<file path="config.mk">
export PLATFORM = sky130hd
export DESIGN_NAME = tablet_report_serializer
export DESIGN_NICKNAME = d
export VERILOG_FILES = /design/src/rtl/trs_pkg.sv /design/src/rtl/trs_front.sv /design/src/rtl/trs_queue.sv /design/src/rtl/trs_back.sv /design/src/rtl/tablet_report_serializer.sv
export SDC_FILE = /design/constraint.sdc
export NUM_CORES = 1
export LEC_CHECK = 0
export BUFFER_PORTS_ARGS = -buffer_cell sky130_fd_sc_hd__buf_4
export CORE_MARGIN = 3
export CORE_UTILIZATION = 45
export CTS_CLUSTER_SIZE = 10
export DETAILED_ROUTE_END_ITERATION = 12
export PLACE_DENSITY = 0.73
export SYNTH_ARGS = -nofsm -noshare
export SYNTH_HDL_FRONTEND = slang
export SYNTH_SLANG_ARGS = --single-unit
export TNS_END_PERCENT = 5
</file>
<file path="constraint.sdc">
create_clock -name i_clk -period 16.5 [get_ports i_clk]
set_clock_uncertainty 0.05 [all_clocks]
set_input_delay 2.475 -clock i_clk [delete_from_list [all_inputs] [get_ports i_clk]]
set_output_delay 2.475 -clock i_clk [all_outputs]
set_load 0.03 [all_outputs]
</file>
<file path="src/rtl/trs_pkg.sv">
// Package of the tablet report serializer: screen geometry, scaling constants,
// event and command codes, protocol bytes and the job type. Depends on nothing.
package trs_pkg;

    localparam int SCREEN_W = 1024;
    localparam int SCREEN_H = 768;
    localparam int TABLET_SPAN = 2200;

    localparam int TAB_W = 12;
    localparam int COORD_W = 12;
    localparam int SCREEN_BIG = (SCREEN_W > SCREEN_H) ? SCREEN_W : SCREEN_H;
    localparam int PROD_W = $clog2((SCREEN_BIG - 1) * TABLET_SPAN + 1);
    localparam int DIV_SHIFT = PROD_W + TAB_W;
    localparam int MUL_W = DIV_SHIFT + TAB_W;

    localparam logic [COORD_W-1:0] X_MAX = COORD_W'(SCREEN_W - 1);
    localparam logic [COORD_W-1:0] Y_MAX = COORD_W'(SCREEN_H - 1);
    localparam logic [PROD_W-1:0]  SPAN_P = PROD_W'(TABLET_SPAN);
    localparam logic [PROD_W-1:0]  DIV_X_P = PROD_W'(SCREEN_W);
    localparam logic [PROD_W-1:0]  DIV_Y_P = PROD_W'(SCREEN_H);
    localparam logic [63:0] RECIP_X = (64'd1 << DIV_SHIFT) / SCREEN_W;
    localparam logic [63:0] RECIP_Y = (64'd1 << DIV_SHIFT) / SCREEN_H;
    localparam logic [MUL_W-1:0] RECIP_X_M = MUL_W'(RECIP_X);
    localparam logic [MUL_W-1:0] RECIP_Y_M = MUL_W'(RECIP_Y);

    // Event kinds on the cmd field.
    localparam logic [1:0] CMD_HOST = 2'd0;
    localparam logic [1:0] CMD_MOVE = 2'd1;
    localparam logic [1:0] CMD_BTN  = 2'd2;

    // Host command bytes.
    localparam logic [7:0] HB_POLL = 8'h50;
    localparam logic [7:0] HB_REQ  = 8'h44;
    localparam logic [7:0] HB_AUTO = 8'h52;
    localparam logic [7:0] HB_TEST = 8'h54;

    // Button codes and the flag each one drives.
    localparam logic [1:0] BTN_LEFT  = 2'd0;
    localparam logic [1:0] BTN_RIGHT = 2'd2;
    localparam logic [2:0] FLAG_LEFT  = 3'b010;
    localparam logic [2:0] FLAG_RIGHT = 3'b100;

    // Protocol bytes.
    localparam logic [7:0] HDR_BASE = 8'hC0;
    localparam logic [7:0] TEST_B0 = 8'hA0;
    localparam logic [7:0] TEST_B1 = 8'h04;
    localparam logic [7:0] TEST_B2 = 8'h11;
    localparam logic [7:0] TEST_B3 = 8'h00;
    localparam logic [7:0] REPORT_SPACE = 8'd5;

    localparam int IDX_W = 3;
    localparam logic [IDX_W-1:0] IDX_HDR    = 3'd0;
    localparam logic [IDX_W-1:0] IDX_X_LO   = 3'd1;
    localparam logic [IDX_W-1:0] IDX_X_HI   = 3'd2;
    localparam logic [IDX_W-1:0] IDX_Y_LO   = 3'd3;
    localparam logic [IDX_W-1:0] IDX_Y_HI   = 3'd4;
    localparam logic [IDX_W-1:0] REPORT_END = IDX_Y_HI;
    localparam logic [IDX_W-1:0] TEST_END   = IDX_Y_LO;

    localparam int QUEUE_DEPTH = 2;

    typedef enum logic [2:0] {
        OP_NONE,
        OP_POLL,
        OP_REQ,
        OP_AUTO,
        OP_TEST,
        OP_MOVE,
        OP_BTN
    } t_op;

    typedef struct packed {
        logic             is_test;
        logic [7:0]       header;
        logic [TAB_W-1:0] tab_x;
        logic [TAB_W-1:0] tab_y;
    } t_job;

endpackage

</file>
<file path="src/rtl/trs_front.sv">
// Front part of the tablet report serializer: decodes events, scales moves,
// keeps the tablet state and hands jobs to the queue. Uses trs_pkg.
module trs_front (
    input  logic                      i_clk,
    input  logic                      i_rst_n,
    input  logic                      i_valid,
    output logic                      o_ready,
    input  logic [1:0]                i_cmd,
    input  logic [7:0]                i_host_byte,
    input  logic [trs_pkg::COORD_W-1:0] i_pos_x,
    input  logic [trs_pkg::COORD_W-1:0] i_pos_y,
    input  logic [1:0]                i_button,
    input  logic                      i_pressed,
    input  logic [7:0]                i_tx_space,
    output logic                      o_push,
    output trs_pkg::t_job             o_job,
    input  logic                      i_full
);
    import trs_pkg::*;

    // Stage 0: decoded event and scaled-up coordinates.
    logic              r_s0_valid;
    t_op               r_s0_op;
    logic [2:0]        r_s0_mask;
    logic              r_s0_pressed;
    logic              r_s0_room;
    logic [PROD_W-1:0] r_s0_px;
    logic [PROD_W-1:0] r_s0_py;

    // Stage 1: quotient estimates, committed from here.
    logic              r_s1_valid;
    t_op               r_s1_op;
    logic [2:0]        r_s1_mask;
    logic              r_s1_pressed;
    logic              r_s1_room;
    logic [PROD_W-1:0] r_s1_px;
    logic [PROD_W-1:0] r_s1_py;
    logic [TAB_W-1:0]  r_s1_qx;
    logic [TAB_W-1:0]  r_s1_qy;

    // Architectural state.
    logic              r_auto;
    logic [2:0]        r_buttons;
    logic [TAB_W-1:0]  r_tab_x;
    logic [TAB_W-1:0]  r_tab_y;

    logic              n_auto;
    logic [2:0]        n_buttons;
    logic [TAB_W-1:0]  n_tab_x;
    logic [TAB_W-1:0]  n_tab_y;

    t_op               dec_op;
    logic [2:0]        dec_mask;
    logic [COORD_W-1:0] px_c;
    logic [COORD_W-1:0] py_c;
    logic [COORD_W-1:0] py_f;
    logic [MUL_W-1:0]  mul_x;
    logic [MUL_W-1:0]  mul_y;
    logic [PROD_W-1:0] rem_x;
    logic [PROD_W-1:0] rem_y;
    logic              emit;
    logic              commit;
    logic              s1_free;
    logic              s0_move;
    logic              accept;

    assign commit  = r_s1_valid && (!emit || !i_full);
    assign s1_free = !r_s1_valid || commit;
    assign s0_move = r_s0_valid && s1_free;
    assign o_ready = !r_s0_valid || s1_free;
    assign accept  = i_valid && o_ready;

    always_comb begin
        dec_op = OP_NONE;
        unique case (i_cmd)
            CMD_HOST: begin
                unique case (i_host_byte)
                    HB_POLL: dec_op = OP_POLL;
                    HB_REQ:  dec_op = OP_REQ;
                    HB_AUTO: dec_op = OP_AUTO;
                    HB_TEST: dec_op = OP_TEST;
                    default: dec_op = OP_NONE;
                endcase
            end
            CMD_MOVE: dec_op = OP_MOVE;
            CMD_BTN:  dec_op = OP_BTN;
            default:  dec_op = OP_NONE;
        endcase
    end

    always_comb begin
        unique case (i_button)
            BTN_LEFT:  dec_mask = FLAG_LEFT;
            BTN_RIGHT: dec_mask = FLAG_RIGHT;
            default:   dec_mask = 3'b000;
        endcase
    end

    assign px_c = (i_pos_x > X_MAX) ? X_MAX : i_pos_x;
    assign py_c = (i_pos_y > Y_MAX) ? Y_MAX : i_pos_y;
    assign py_f = Y_MAX - py_c;

    // Division by the screen size as a reciprocal multiply; the estimate
    // is at most one below the true quotient and is corrected at commit.
    assign mul_x = MUL_W'(r_s0_px) * RECIP_X_M;
    assign mul_y = MUL_W'(r_s0_py) * RECIP_Y_M;

    assign rem_x = r_s1_px - PROD_W'(r_s1_qx) * DIV_X_P;
    assign rem_y = r_s1_py - PROD_W'(r_s1_qy) * DIV_Y_P;

    always_comb begin
        n_auto    = r_auto;
        n_buttons = r_buttons;
        n_tab_x   = r_tab_x;
        n_tab_y   = r_tab_y;
        emit      = 1'b0;
        unique case (r_s1_op) inside
            OP_POLL: begin
                emit   = r_s1_room;
                n_auto = 1'b0;
            end
            OP_REQ:  n_auto = 1'b0;
            OP_AUTO: n_auto = 1'b1;
            OP_TEST: emit = 1'b1;
            OP_MOVE: begin
                n_tab_x = r_s1_qx + TAB_W'(rem_x >= DIV_X_P);
                n_tab_y = r_s1_qy + TAB_W'(rem_y >= DIV_Y_P);
                emit    = r_auto && r_s1_room;
            end
            OP_BTN: begin
                n_buttons = r_s1_pressed ? (r_buttons | r_s1_mask)
                                         : (r_buttons & ~r_s1_mask);
                emit      = r_auto && r_s1_room;
            end
            default: emit = 1'b0;
        endcase
    end

    assign o_push        = r_s1_valid && emit && !i_full;
    assign o_job.is_test = (r_s1_op == OP_TEST);
    assign o_job.header  = HDR_BASE + {5'b00000, n_buttons} + 8'd1;
    assign o_job.tab_x   = n_tab_x;
    assign o_job.tab_y   = n_tab_y;

    always_ff @(posedge i_clk) begin
        if (!i_rst_n) begin
            r_s0_valid <= 1'b0;
            r_s1_valid <= 1'b0;
            r_auto     <= 1'b0;
            r_buttons  <= 3'b000;
            r_tab_x    <= '0;
            r_tab_y    <= '0;
        end else begin
            if (o_ready) begin
                r_s0_valid <= i_valid;
            end
            if (s1_free) begin
                r_s1_valid <= r_s0_valid;
            end
            if (commit) begin
                r_auto    <= n_auto;
                r_buttons <= n_buttons;
                r_tab_x   <= n_tab_x;
                r_tab_y   <= n_tab_y;
            end
        end
    end

    always_ff @(posedge i_clk) begin
        if (accept) begin
            r_s0_op      <= dec_op;
            r_s0_mask    <= dec_mask;
            r_s0_pressed <= i_pressed;
            r_s0_room    <= (i_tx_space >= REPORT_SPACE);
            r_s0_px      <= PROD_W'(px_c) * SPAN_P;
            r_s0_py      <= PROD_W'(py_f) * SPAN_P;
        end
        if (s0_move) begin
            r_s1_op      <= r_s0_op;
            r_s1_mask    <= r_s0_mask;
            r_s1_pressed <= r_s0_pressed;
            r_s1_room    <= r_s0_room;
            r_s1_px      <= r_s0_px;
            r_s1_py      <= r_s0_py;
            r_s1_qx      <= mul_x[DIV_SHIFT +: TAB_W];
            r_s1_qy      <= mul_y[DIV_SHIFT +: TAB_W];
        end
    end

endmodule

</file>
<file path="src/rtl/trs_queue.sv">
// Short job queue between the front and back parts of the serializer.
// Uses trs_pkg for the job type and depth.
module trs_queue (
    input  logic          i_clk,
    input  logic          i_rst_n,
    input  logic          i_push,
    input  trs_pkg::t_job i_job,
    output logic          o_full,
    input  logic          i_pop,
    output logic          o_empty,
    output trs_pkg::t_job o_job
);
    import trs_pkg::*;

    localparam int PTR_W = (QUEUE_DEPTH > 1) ? $clog2(QUEUE_DEPTH) : 1;
    localparam int CNT_W = $clog2(QUEUE_DEPTH + 1);
    localparam logic [PTR_W-1:0] PTR_LAST = PTR_W'(QUEUE_DEPTH - 1);

    t_job             r_mem [QUEUE_DEPTH];
    logic [PTR_W-1:0] r_wr;
    logic [PTR_W-1:0] r_rd;
    logic [CNT_W-1:0] r_cnt;
    logic             do_push;
    logic             do_pop;

    assign o_full  = (r_cnt == CNT_W'(QUEUE_DEPTH));
    assign o_empty = (r_cnt == '0);
    assign o_job   = r_mem[r_rd];
    assign do_push = i_push && !o_full;
    assign do_pop  = i_pop && !o_empty;

    always_ff @(posedge i_clk) begin
        if (!i_rst_n) begin
            r_wr  <= '0;
            r_rd  <= '0;
            r_cnt <= '0;
        end else begin
            if (do_push) begin
                r_wr <= (r_wr == PTR_LAST) ? '0 : r_wr + PTR_W'(1);
            end
            if (do_pop) begin
                r_rd <= (r_rd == PTR_LAST) ? '0 : r_rd + PTR_W'(1);
            end
            if (do_push && !do_pop) begin
                r_cnt <= r_cnt + CNT_W'(1);
            end else if (do_pop && !do_push) begin
                r_cnt <= r_cnt - CNT_W'(1);
            end
        end
    end

    always_ff @(posedge i_clk) begin
        if (do_push) begin
            r_mem[r_wr] <= i_job;
        end
    end

endmodule

</file>
<file path="src/rtl/trs_back.sv">
// Back part of the serializer: turns queued jobs into bytes, one per cycle
// while the consumer is ready, behind an output register. Uses trs_pkg.
module trs_back (
    input  logic          i_clk,
    input  logic          i_rst_n,
    input  logic          i_empty,
    input  trs_pkg::t_job i_job,
    output logic          o_pop,
    output logic          o_valid,
    input  logic          i_ready,
    output logic [7:0]    o_tx_byte,
    output logic          o_last
);
    import trs_pkg::*;

    logic [IDX_W-1:0] r_idx;
    logic             r_valid;
    logic [7:0]       r_byte;
    logic             r_last;
    logic [7:0]       n_byte;
    logic             n_last;
    logic             load;
    logic             take;

    assign load  = !r_valid || i_ready;
    assign take  = load && !i_empty;
    assign o_pop = take && n_last;

    assign n_last = (r_idx == (i_job.is_test ? TEST_END : REPORT_END));

    always_comb begin
        n_byte = 8'h00;
        if (i_job.is_test) begin
            case (r_idx)
                IDX_HDR:  n_byte = TEST_B0;
                IDX_X_LO: n_byte = TEST_B1;
                IDX_X_HI: n_byte = TEST_B2;
                default:  n_byte = TEST_B3;
            endcase
        end else begin
            case (r_idx)
                IDX_HDR:  n_byte = i_job.header;
                IDX_X_LO: n_byte = {2'b00, i_job.tab_x[5:0]};
                IDX_X_HI: n_byte = {2'b00, i_job.tab_x[11:6]};
                IDX_Y_LO: n_byte = {2'b00, i_job.tab_y[5:0]};
                default:  n_byte = {2'b00, i_job.tab_y[11:6]};
            endcase
        end
    end

    always_ff @(posedge i_clk) begin
        if (!i_rst_n) begin
            r_valid <= 1'b0;
            r_idx   <= '0;
        end else if (load) begin
            r_valid <= !i_empty;
            if (take) begin
                r_idx <= n_last ? '0 : r_idx + IDX_W'(1);
            end
        end
    end

    always_ff @(posedge i_clk) begin
        if (take) begin
            r_byte <= n_byte;
            r_last <= n_last;
        end
    end

    assign o_valid   = r_valid;
    assign o_tx_byte = r_byte;
    assign o_last    = r_last;

endmodule

</file>
<file path="src/rtl/tablet_report_serializer.sv">
// Serial tablet report serializer. Each input item is one event: a host
// command byte, a pointer move or a button change. Items are taken at one
// per cycle whenever the two-entry job queue has room; an item that causes
// no bytes leaves the front after passing stage 0 and stage 1. An item
// that causes a report yields five bytes (a self-test reply four), which
// the byte serializer sends one per cycle while the consumer is ready, so
// with every item reporting the serializer sets the sustained rate. Moves
// are scaled to the tablet range 0..2197 by a reciprocal multiply in the
// front pipeline, with a correction step at the stage where the tablet
// state is updated.
// Depends on trs_pkg, trs_front, trs_queue and trs_back.
module tablet_report_serializer (
    input  logic                        i_clk,
    input  logic                        i_rst_n,
    input  logic                        i_valid,
    output logic                        o_ready,
    input  logic [1:0]                  i_cmd,
    input  logic [7:0]                  i_host_byte,
    input  logic [trs_pkg::COORD_W-1:0] i_pos_x,
    input  logic [trs_pkg::COORD_W-1:0] i_pos_y,
    input  logic [1:0]                  i_button,
    input  logic                        i_pressed,
    input  logic [7:0]                  i_tx_space,
    output logic                        o_valid,
    input  logic                        i_ready,
    output logic [7:0]                  o_tx_byte,
    output logic                        o_last
);
    import trs_pkg::*;

    // Jobs travel from the front to the back through the queue; each job
    // carries a snapshot of the header and coordinates taken at commit, so
    // the front may keep updating state while earlier reports are sent.
    logic push;
    logic full;
    logic pop;
    logic empty;
    t_job front_job;
    t_job back_job;

    trs_front u_front (
        .i_clk       (i_clk),
        .i_rst_n     (i_rst_n),
        .i_valid     (i_valid),
        .o_ready     (o_ready),
        .i_cmd       (i_cmd),
        .i_host_byte (i_host_byte),
        .i_pos_x     (i_pos_x),
        .i_pos_y     (i_pos_y),
        .i_button    (i_button),
        .i_pressed   (i_pressed),
        .i_tx_space  (i_tx_space),
        .o_push      (push),
        .o_job       (front_job),
        .i_full      (full)
    );

    trs_queue u_queue (
        .i_clk   (i_clk),
        .i_rst_n (i_rst_n),
        .i_push  (push),
        .i_job   (front_job),
        .o_full  (full),
        .i_pop   (pop),
        .o_empty (empty),
        .o_job   (back_job)
    );

    // The back part holds its byte in an output register and loads the next
    // byte as the consumer takes the current one.
    trs_back u_back (
        .i_clk     (i_clk),
        .i_rst_n   (i_rst_n),
        .i_empty   (empty),
        .i_job     (back_job),
        .o_pop     (pop),
        .o_valid   (o_valid),
        .i_ready   (i_ready),
        .o_tx_byte (o_tx_byte),
        .o_last    (o_last)
    );

endmodule

</file>
Word-level counts from Yosys, hierarchy flattened
Memory sizes are Yosys's and may differ from the RTL's. A register that Yosys moved wholly into a read port is not among the register bits.
Cells that the tools add are included.
{ "word_totals": {"mem_count": 1, "register_bits": 163, "elab_cells": 128, "output_inout_bits": 11, "ram_bits": 66, "input_bits": 49} }
{ "memory_table": {"columns": ["name", "words", "word_bits", "rd", "rd_ports_with_merged_regs", "wr", "line_no", "source"], "rows": [
  ["u_queue.r_mem", 2, 33, 1, 1, 1, "trs_queue.sv:19", "t_job r_mem [QUEUE_DEPTH];"]
]} }
{ "op_classes": {"addsub": 12, "n_mul": 4, "n_lt_le_gt_ge": 5, "n_mux": 24, "reduce_logical": 34, "n_eq_ne": 18, "bitwise_logic": 3} }
{ "ops": {"columns": ["operator", "count"], "rows": [
  ["two-way mux 12 bit", 4],
  ["subtractor 22 bit", 2],
  ["multiplier 19 x 25 -> 43 bit (second input constant)", 1],
  ["multiplier 12 x 9 -> 19 bit (second input constant)", 2],
  ["== test 8 x 7 -> 1 bit (second input constant)", 4],
  ["one-hot mux 8 bit (4 select lines)", 1],
  ["adder 12 x 1 -> 12 bit", 2],
  ["greater-than comparator 12 x 10 -> 1 bit (second input constant)", 2],
  ["one-hot mux 8 bit (3 select lines)", 1],
  ["greater-or-equal comparator 22 x 10 -> 1 bit (second input constant)", 1],
  ["greater-or-equal comparator 22 x 11 -> 1 bit (second input constant)", 1],
  ["multiplier 12 x 2 -> 14 bit (second input constant)", 1],
  ["== test 3 x 2 -> 1 bit (second input constant)", 4],
  ["logical AND 1 bit", 12],
  ["two-way mux 3 bit", 4],
  ["one-hot mux 3 bit (4 select lines)", 1],
  ["subtractor 10 x 12 -> 12 bit (first input constant)", 1],
  ["== test 3 bit (second input constant)", 3],
  ["one-hot mux 3 bit (3 select lines)", 1],
  ["adder 7 x 4 -> 8 bit (first input constant)", 1],
  ["adder 8 x 1 -> 8 bit (second input constant)", 1],
  ["greater-or-equal comparator 8 x 3 -> 1 bit (second input constant)", 1],
  ["zero test 1 bit", 8],
  ["two-way mux 8 bit", 1],
  ["22 further kinds", 40]
]} }

Longest topological paths before layout
Gate-level depths: netlist (run 1).
{ "logic_depth": {"word_depth": 10, "mapped_depth": 26, "ltp_nobuf": 25} }

Cells and area by module
From an unflattened synthesis (run 1), not the netlist that was laid out.
{ "unflattened": {"cells_unflattened": 1447, "area_unflattened_um2": 16024.1} }
{ "by_module_without_submodules": {"columns": ["module", "instances", "cells_each", "area_per_inst_um2", "seq_area_each_um2"], "rows": [
  ["trs_front", 1, 1239, 12604.6, 3072.9],
  ["trs_queue", 1, 128, 2607.5, 2082.0],
  ["trs_back", 1, 80, 812.0, 350.3]
]} }

Least setup slack after synthesis (run 1)
Ideal clock, no wire load.
{ "synth_path": {"path_kind": "input to register", "from": "input i_pos_y[8] in the netlist's numbering", "to": "register u_front.r_s0_py[21], data pin", "cell_stages": 18, "arrival_time_ns": 6.533, "path_buffers": 1, "required_ns": 16.190, "setup_ns": 0.260, "slack_ns": 9.657, "path_cell_list": "a211o_1 clkbuf_1 nor2_1 ha_1 xnor2_1 ha_1 inv_1 fa_1 fa_1 inv_1 ha_1 or3_1 o21ai_0 o31ai_1 o311a_1 o21a_1 nor2_1 xnor2_1"} }
{ "synth_between": {"elab_chain_cells": 4} }
{ "synth_lines": {"columns": ["item", "line_no", "source"], "rows": [
  ["start, declared", "tablet_report_serializer.sv:20", "input logic [trs_pkg::COORD_W-1:0] i_pos_y,"],
  ["greater-than comparator 12 x 10 -> 1 bit", "trs_front.sv:100", "assign py_c = (i_pos_y > Y_MAX) ? Y_MAX : i_pos_y;"],
  ["two-way mux 12 bit *", "trs_front.sv:100", null],
  ["subtractor 10 x 12 -> 12 bit *", "trs_front.sv:101", "assign py_f = Y_MAX - py_c;"],
  ["multiplier 12 x 9 -> 19 bit *", "trs_front.sv:176", "r_s0_py <= PROD_W'(py_f) * SPAN_P;"],
  ["end signal, assigned", "trs_front.sv:176", null],
  ["end, declared", "trs_front.sv:28", "logic [PROD_W-1:0] r_s0_py;"]
]} }
Mark *: on every way between the ends. The rest lies on a longest branch, timed or not.
A chain may end at the register's enable or synchronous reset.

Worst setup path in the final report (run 1)
Same ends and word-level chain as after synthesis.

==> out/results.ini, run 1 <==
[status]
outcome=finished, final reports clean

[worst_setup_path]
crit_fanout=9
rrSetupSlack_ps=9790
critPathRequiredTime_ps=16630
crit_chain=buf_4 -> a211o_1 -> nor2_1 -> ha_1 -> xnor2_1 -> ha_1 -> inv_1 -> fa_1 -> fa_1 -> inv_1 -> ha_1 -> or3_1 -> o21ai_0 -> o31ai_1 -> o311a_1 -> o21a_1 -> nor2_1 -> xnor2_1
critPathKind=input pin to flop
reg2reg_from=u_front.r_s0_py[16]
critPathLaunchType=input pin
cp_slowest_cell=fa_1
r2r_end=u_front.r_s1_qy[11]
reg2regPathDepth=19
cp-end-kind=flop
critPathMaxStageDelay_ps=540
arrival_ps=6890
path_common_cell=ha_1

[detailed_routing]
post-route-drc-count=0
viasPerCell=5.25
wl_microns=29700
wl_per_cell_microns=15.0
drtAntennaViolNets=0
dr_total_vias=10400
drt_pass1_iterations=5
drtIter0Drc=570

[sta]
setup_violations=0
finalSetupTns_ps=0
rsz0062_at_grt=no
min_period_over_period_pct=41.0
slew_violations=0
hold_viol_final=0
max_freq_mhz=148
max_slew.worst_pin.slew_ps=997
slew_headroom_pct=33.4
period_needed_ps=6760

[clock_tree]
cts_root_buf=clkbuf_16
tritoncts=yes
clock_path_buffers=2
cts_made_buffers=17
clkSlewWorstSetupHoldPaths_ps=70
clkLatencyLatePin_ps=430
htreeDepth=4
cts.repair.resized=0
postCtsSetupRepairBufs=0
cts_hold_buf=0
cts.sinks=184

[synthesis]
synthArstFlopShare_pct=0
synth_edf_count=146
yosys_warnings=0
synth-seq-cells=184
synth.avg_cell_area_sq_um=10.8
synth.distinct_cells=66
dominantRegCellSynth=edfxtp_1
synth.cell_area_sq_mm=0.0157
yosysSeqAreaShare_pct=32.8
syn_inst=1453

[layout]
fillers=2975
layout_common_cells=ha_1, inv_1, edfxtp_1
multi_input_area_sq_mm=0.00959
diodes=0
seq_area_sq_mm=0.00514
final_nets=1946
mostFrequentLayoutCell=ha_1
area_growth_pct=10.1
drive_gt1_share_pct=8.93

[worst_hold_path]
min_from=u_front.r_s0_px[20]
min_delay_path_depth=0
holdPathEnd=u_front.r_s1_qx[10]
hold_class=flop to flop

[place]
portBuffers=59
finalWeightedCongestion=0.874
dpl.hpwl_microns=24200

[floorplan]
dieArea_sq_mm=0.0371
die_h_microns=193
row_count=67
initial_core_util_pct=46.2
num_io_pins=60
coreArea_sq_mm=0.0340
die_x_microns=193

[grt]
grt_pass1_wl_microns=50800
grt_max_degree=46
grt_util_all_layers_pct=16.9
grt_pass1_vias=10900
gr-total-overflow=0
antenna_found_initial=0

[flow_run]
max-cap-violations=0

## logic make-up after synthesis
kind of cell	after synthesis	synth area share [%]
AOI/OAI and AO/OA	213	9.55
DFF	184	32.8
adders and majority gates	375	35.4
xor gates and xnor gates	65	3.63
other	2	0.0479
muxes	35	2.39
buffers and inverters	268	6.41
and+or+nand+nor	311	9.83
## cell type report
class	instances	area share [%]
Clock buffer	18	2.54
Clock inverter	14	0.775
Inverter	244	5.30
Multi-Input combinational cell	1009	55.5
Sequential cell	184	29.8
Tap cell	448	3.24
Timing Repair Buffer	66	2.87
## worst max-delay path, delay by kind of cell
kind | cells | cell delay, ps
xor gates and xnor gates | 2 | 210
buffers and inverters | 3 | 220
and+or+nand+nor | 3 | 830
AOI/OAI and AO/OA | 5 | 1180
adders and majority gates | 5 | 1940
## sequential cells by signal, summed over array words and instances, names as in the netlist, 8 cells and up, named ones only
register          count
u_front.r_s1_qy      12
u_back.o_tx_byte      8
u_front.r_s0_px      12
u_queue.r_mem        54
u_front.r_s0_py      19
u_front.r_s1_py      14
u_front.r_tab_x      12
u_front.r_tab_y      12
u_front.r_s1_qx      12
## Yosys cell counts (all sizes together) (7+ instances only)
library cell,instances,area share (%)
a21o,12,0.58
and2,7,0.28
mux2,20,1.4
clkbuf,24,0.57
nand2b,12,0.48
a21boi,14,0.67
nand3b,7,0.33
nand4,10,0.40
nand3,22,0.70
a211oi,10,0.48
inv,244,5.8
nor3b,17,0.81
nand2,60,1.4
dfxtp,38,4.8
nor2,99,2.4
ha,261,21
o31ai,7,0.33
a21oi,49,1.6
nor3,23,0.73
a2111oi,7,0.63
o21ai,48,1.5
or3,13,0.52
xnor2,37,2.1
edfxtp,146,28
xor2,28,1.6
mux2i,15,0.96
o21a,11,0.53
nor2b,18,0.72
fa,114,15
## routing by layer
metal  share of wire, %  up-vias  track usage [%]
li1                   -     5163                -
met1                 47     5018             22.8
met2                 48      191             28.4
met3                3.7       29             2.49
met4                1.4        0             4.60
met5                  0        -                0
## worst max-delay path by stage
| stage | start | to | slack [ps] | cells after the start |
|---|---|---|---|---|
| floorplan | i_pos_y[8] | u_front.r_s0_py[21] | 9660 | 18 |
| global placement | i_pos_y[8] | u_front.r_s0_py[21] | 9400 | 18 |
| detailed placement | i_pos_y[8] | u_front.r_s0_py[21] | 9350 | 18 |
| CTS | i_pos_y[8] | u_front.r_s0_py[21] | 9760 | 18 |
| global route | u_front.r_s0_py[16] | u_front.r_s1_qy[11] | 9460 | 19 |
| finish | i_pos_y[8] | u_front.r_s0_py[21] | 9740 | 18 |
## metrics by stage
| step | hold slack (ps) | utilization (%) | setup WS, ps | instance area (sq um) | std cells |
|---|---|---|---|---|---|
| 3_3_place_gp | 352 | 49.2 | 9400 | 16700 | 1951 |
| 4_1_cts | 371 | 50.9 | 9760 | 17300 | 1983 |
| 3_5_place_dp | 355 | 49.2 | 9350 | 16700 | 1951 |
| 5_1_grt | 378 | 50.9 | 9460 | 17300 | 1983 |
| 2_1_floorplan | 350 | - | 9660 | 15700 | 1461 |
| 6_report | 371 | 50.9 | 9740 | 17300 | 1983 |
Power of run 1 is left out: the tool's default activity adds up to more than one toggle a clock period on the data nets, which glitch-free logic cannot reach.
==> inputs of run 2 (changes only) <==
--- a/config.mk
+++ b/config.mk
@@ -10,7 +10,7 @@
 export CORE_UTILIZATION = 45
 export CTS_CLUSTER_SIZE = 10
 export DETAILED_ROUTE_END_ITERATION = 12
-export PLACE_DENSITY = 0.73
+export PLACE_DENSITY = 0.75
 export SYNTH_ARGS = -nofsm -noshare
 export SYNTH_HDL_FRONTEND = slang
 export SYNTH_SLANG_ARGS = --single-unit
==> constraint.sdc (replaced) <==
create_clock -name i_clk -period 5.7 [get_ports i_clk]
set_clock_uncertainty 0.05 [all_clocks]
set_input_delay 0.855 -clock i_clk [delete_from_list [all_inputs] [get_ports i_clk]]
set_output_delay 0.855 -clock i_clk [all_outputs]
set_load 0.03 [all_outputs]
==> out/results.ini, run 2 (synthesis gave the netlist of run 1 again) <==
[status]
outcome=finished with violations
violations=negative setup slack

[worst_setup_path]
reg2reg_from=u_front.r_s0_py[7]
cp_top_family=adder cells
cp_slowest_cell=fa_1
cp-end-kind=flop
critPathMaxStageDelay_ps=580
path_common_cell=fa_1
rrSetupSlack_ps=-50
reg2regPathDepth=19
arrival_ps=5870
path_buf_inv=4
crit_fanout=4
critPathKind=flop to flop
r2r_end=u_front.r_s1_qy[11]
critPathLaunchType=flop
critPathRequiredTime_ps=5830
crit_chain=ha_1 -> inv_1 -> fa_1 -> fa_1 -> inv_1 -> fa_1 -> inv_1 -> fa_1 -> inv_1 -> fa_1 -> ha_1 -> a21o_1 -> nand3_1 -> nand4_1 -> a2111oi_4 -> a21oi_2 -> o41ai_4 -> nor2_1 -> a211o_1

[layout]
drive_gt1_share_pct=14.6
mostFrequentLayoutCell=ha_1
diodes=0
largestRegisters=u_queue.r_mem (54), u_front.r_s0_py (19), u_front.r_s1_py (14)
layout_common_cells=ha_1, inv_1, edfxtp_1
area_growth_pct=14.7
largest_register_ffs=54
final_nets=2013
fin_cells=2050
regMostFlops=u_queue.r_mem
fillers=2914
final_util_pct=53.0

[worst_hold_path]
min_delay_path_depth=0
min_from=u_front.r_s0_room
hold_class=flop to flop
holdPathEnd=u_front.r_s1_room

[detailed_routing]
viasPerCell=5.24
drtAntennaViolNets=0
dr_total_vias=10700
drtIter0Drc=580
wl_per_cell_microns=15.4
drt_pass1_iterations=6
post-route-drc-count=0
wl_microns=31500

[sta]
max_freq_mhz=174
min_period_over_period_pct=101
period_needed_ps=5750
fin_ws_ps=-46.8
rsz0062_at_grt=yes
max_slew.worst_pin.slew_ps=982
slew_violations=0
hold_viol_final=0
setup_violations=2
slew_headroom_pct=34.4
whs_ps=364

[grt]
grt_pass1_vias=11200
grt_pass1_wl_microns=53400
gr-total-overflow=0
antenna_found_initial=0
grt_max_degree=46
grt_util_all_layers_pct=17.8

[floorplan]
die_x_microns=193
num_io_pins=60
dieArea_sq_mm=0.0371
die_h_microns=193
initial_core_util_pct=46.2
coreArea_sq_mm=0.0340
row_count=67

[clock_tree]
clock_path_buffers=2
cts_made_buffers=17
tritoncts=yes
clkSlewWorstSetupHoldPaths_ps=80
htreeDepth=4
clkLatencyLatePin_ps=430
cts_hold_buf=0
cts_root_buf=clkbuf_16
cts.sinks=184

[place]
portBuffers=59
dp_cells=2016
finalWeightedCongestion=0.937
dpl.hpwl_microns=25400

[flow_run]
max-cap-violations=0

run 2: through the flow:
stage / setup slack, ps / TNS [ps] / area [sq um]
final: -46.8 / -55.6 / 18000
after floorplan: 11.5 / 0 / 15800
after detailed placement: -184 / -787 / 17200
after CTS: -56.5 / -82.3 / 17900
after global placement: -79.6 / -162 / 17200
after global routing: -205 / -1200 / 18000
run 2: metal layers:
layer | wire length, microns | share of wire (%) | vias up | track usage (%)
li1 | - | - | 5303 | -
met1 | 14100 | 45 | 5184 | 23.3
met2 | 16000 | 51 | 221 | 31.4
met3 | 1090 | 3.5 | 30 | 2.49
met4 | 389 | 1.2 | 0 | 4.15
met5 | 0 | 0 | - | 0
run 2: worst max-delay path by stage:
stage                              from  depth (start not counted)  slack (ps)                  end
global placement    u_front.r_s0_py[18]                         19         -80  u_front.r_s1_qy[11]
finish               u_front.r_s0_py[7]                         19         -50  u_front.r_s1_qy[11]
floorplan           u_front.r_s0_py[18]                         17          10  u_front.r_s1_qy[11]
detailed placement  u_front.r_s0_py[18]                         19        -180  u_front.r_s1_qy[11]
CTS                 u_front.r_s0_py[18]                         19         -60  u_front.r_s1_qy[11]
global route         u_front.r_s0_py[7]                         19        -210  u_front.r_s1_qy[11]
run 2: area by class of cell:
cell class	count	area (sq um)	area share, %
tap	448	561	3.11
sequential	184	5140	28.6
multi-input combinational	1009	9750	54.2
clock inverter	12	145	0.807
clock buffer	20	478	2.66
inverter	244	916	5.09
timing repair buffer	133	998	5.55
run 2: worst register-to-register path: stages, from the launching register on:
cell and delay [ps]:
edfxtp_1 400, ha_1 320, inv_1 60, fa_1 490, fa_1 580, inv_1 140, fa_1 550, inv_1 50
fa_1 490, inv_1 50, fa_1 450, ha_1 270, a21o_1 190, nand3_1 70, nand4_1 130, a2111oi_4 350
a21oi_2 150, o41ai_4 380, nor2_1 80, a211o_1 240
run 2: repair_timing:
action	in CTS	in global routing
endpoints found under the setup margin	11	33
gates resized for setup	9	23
setup buffers	2	0
gates cloned	0	0
pin swaps	3	0
Power of run 2 is left out for the same reason.
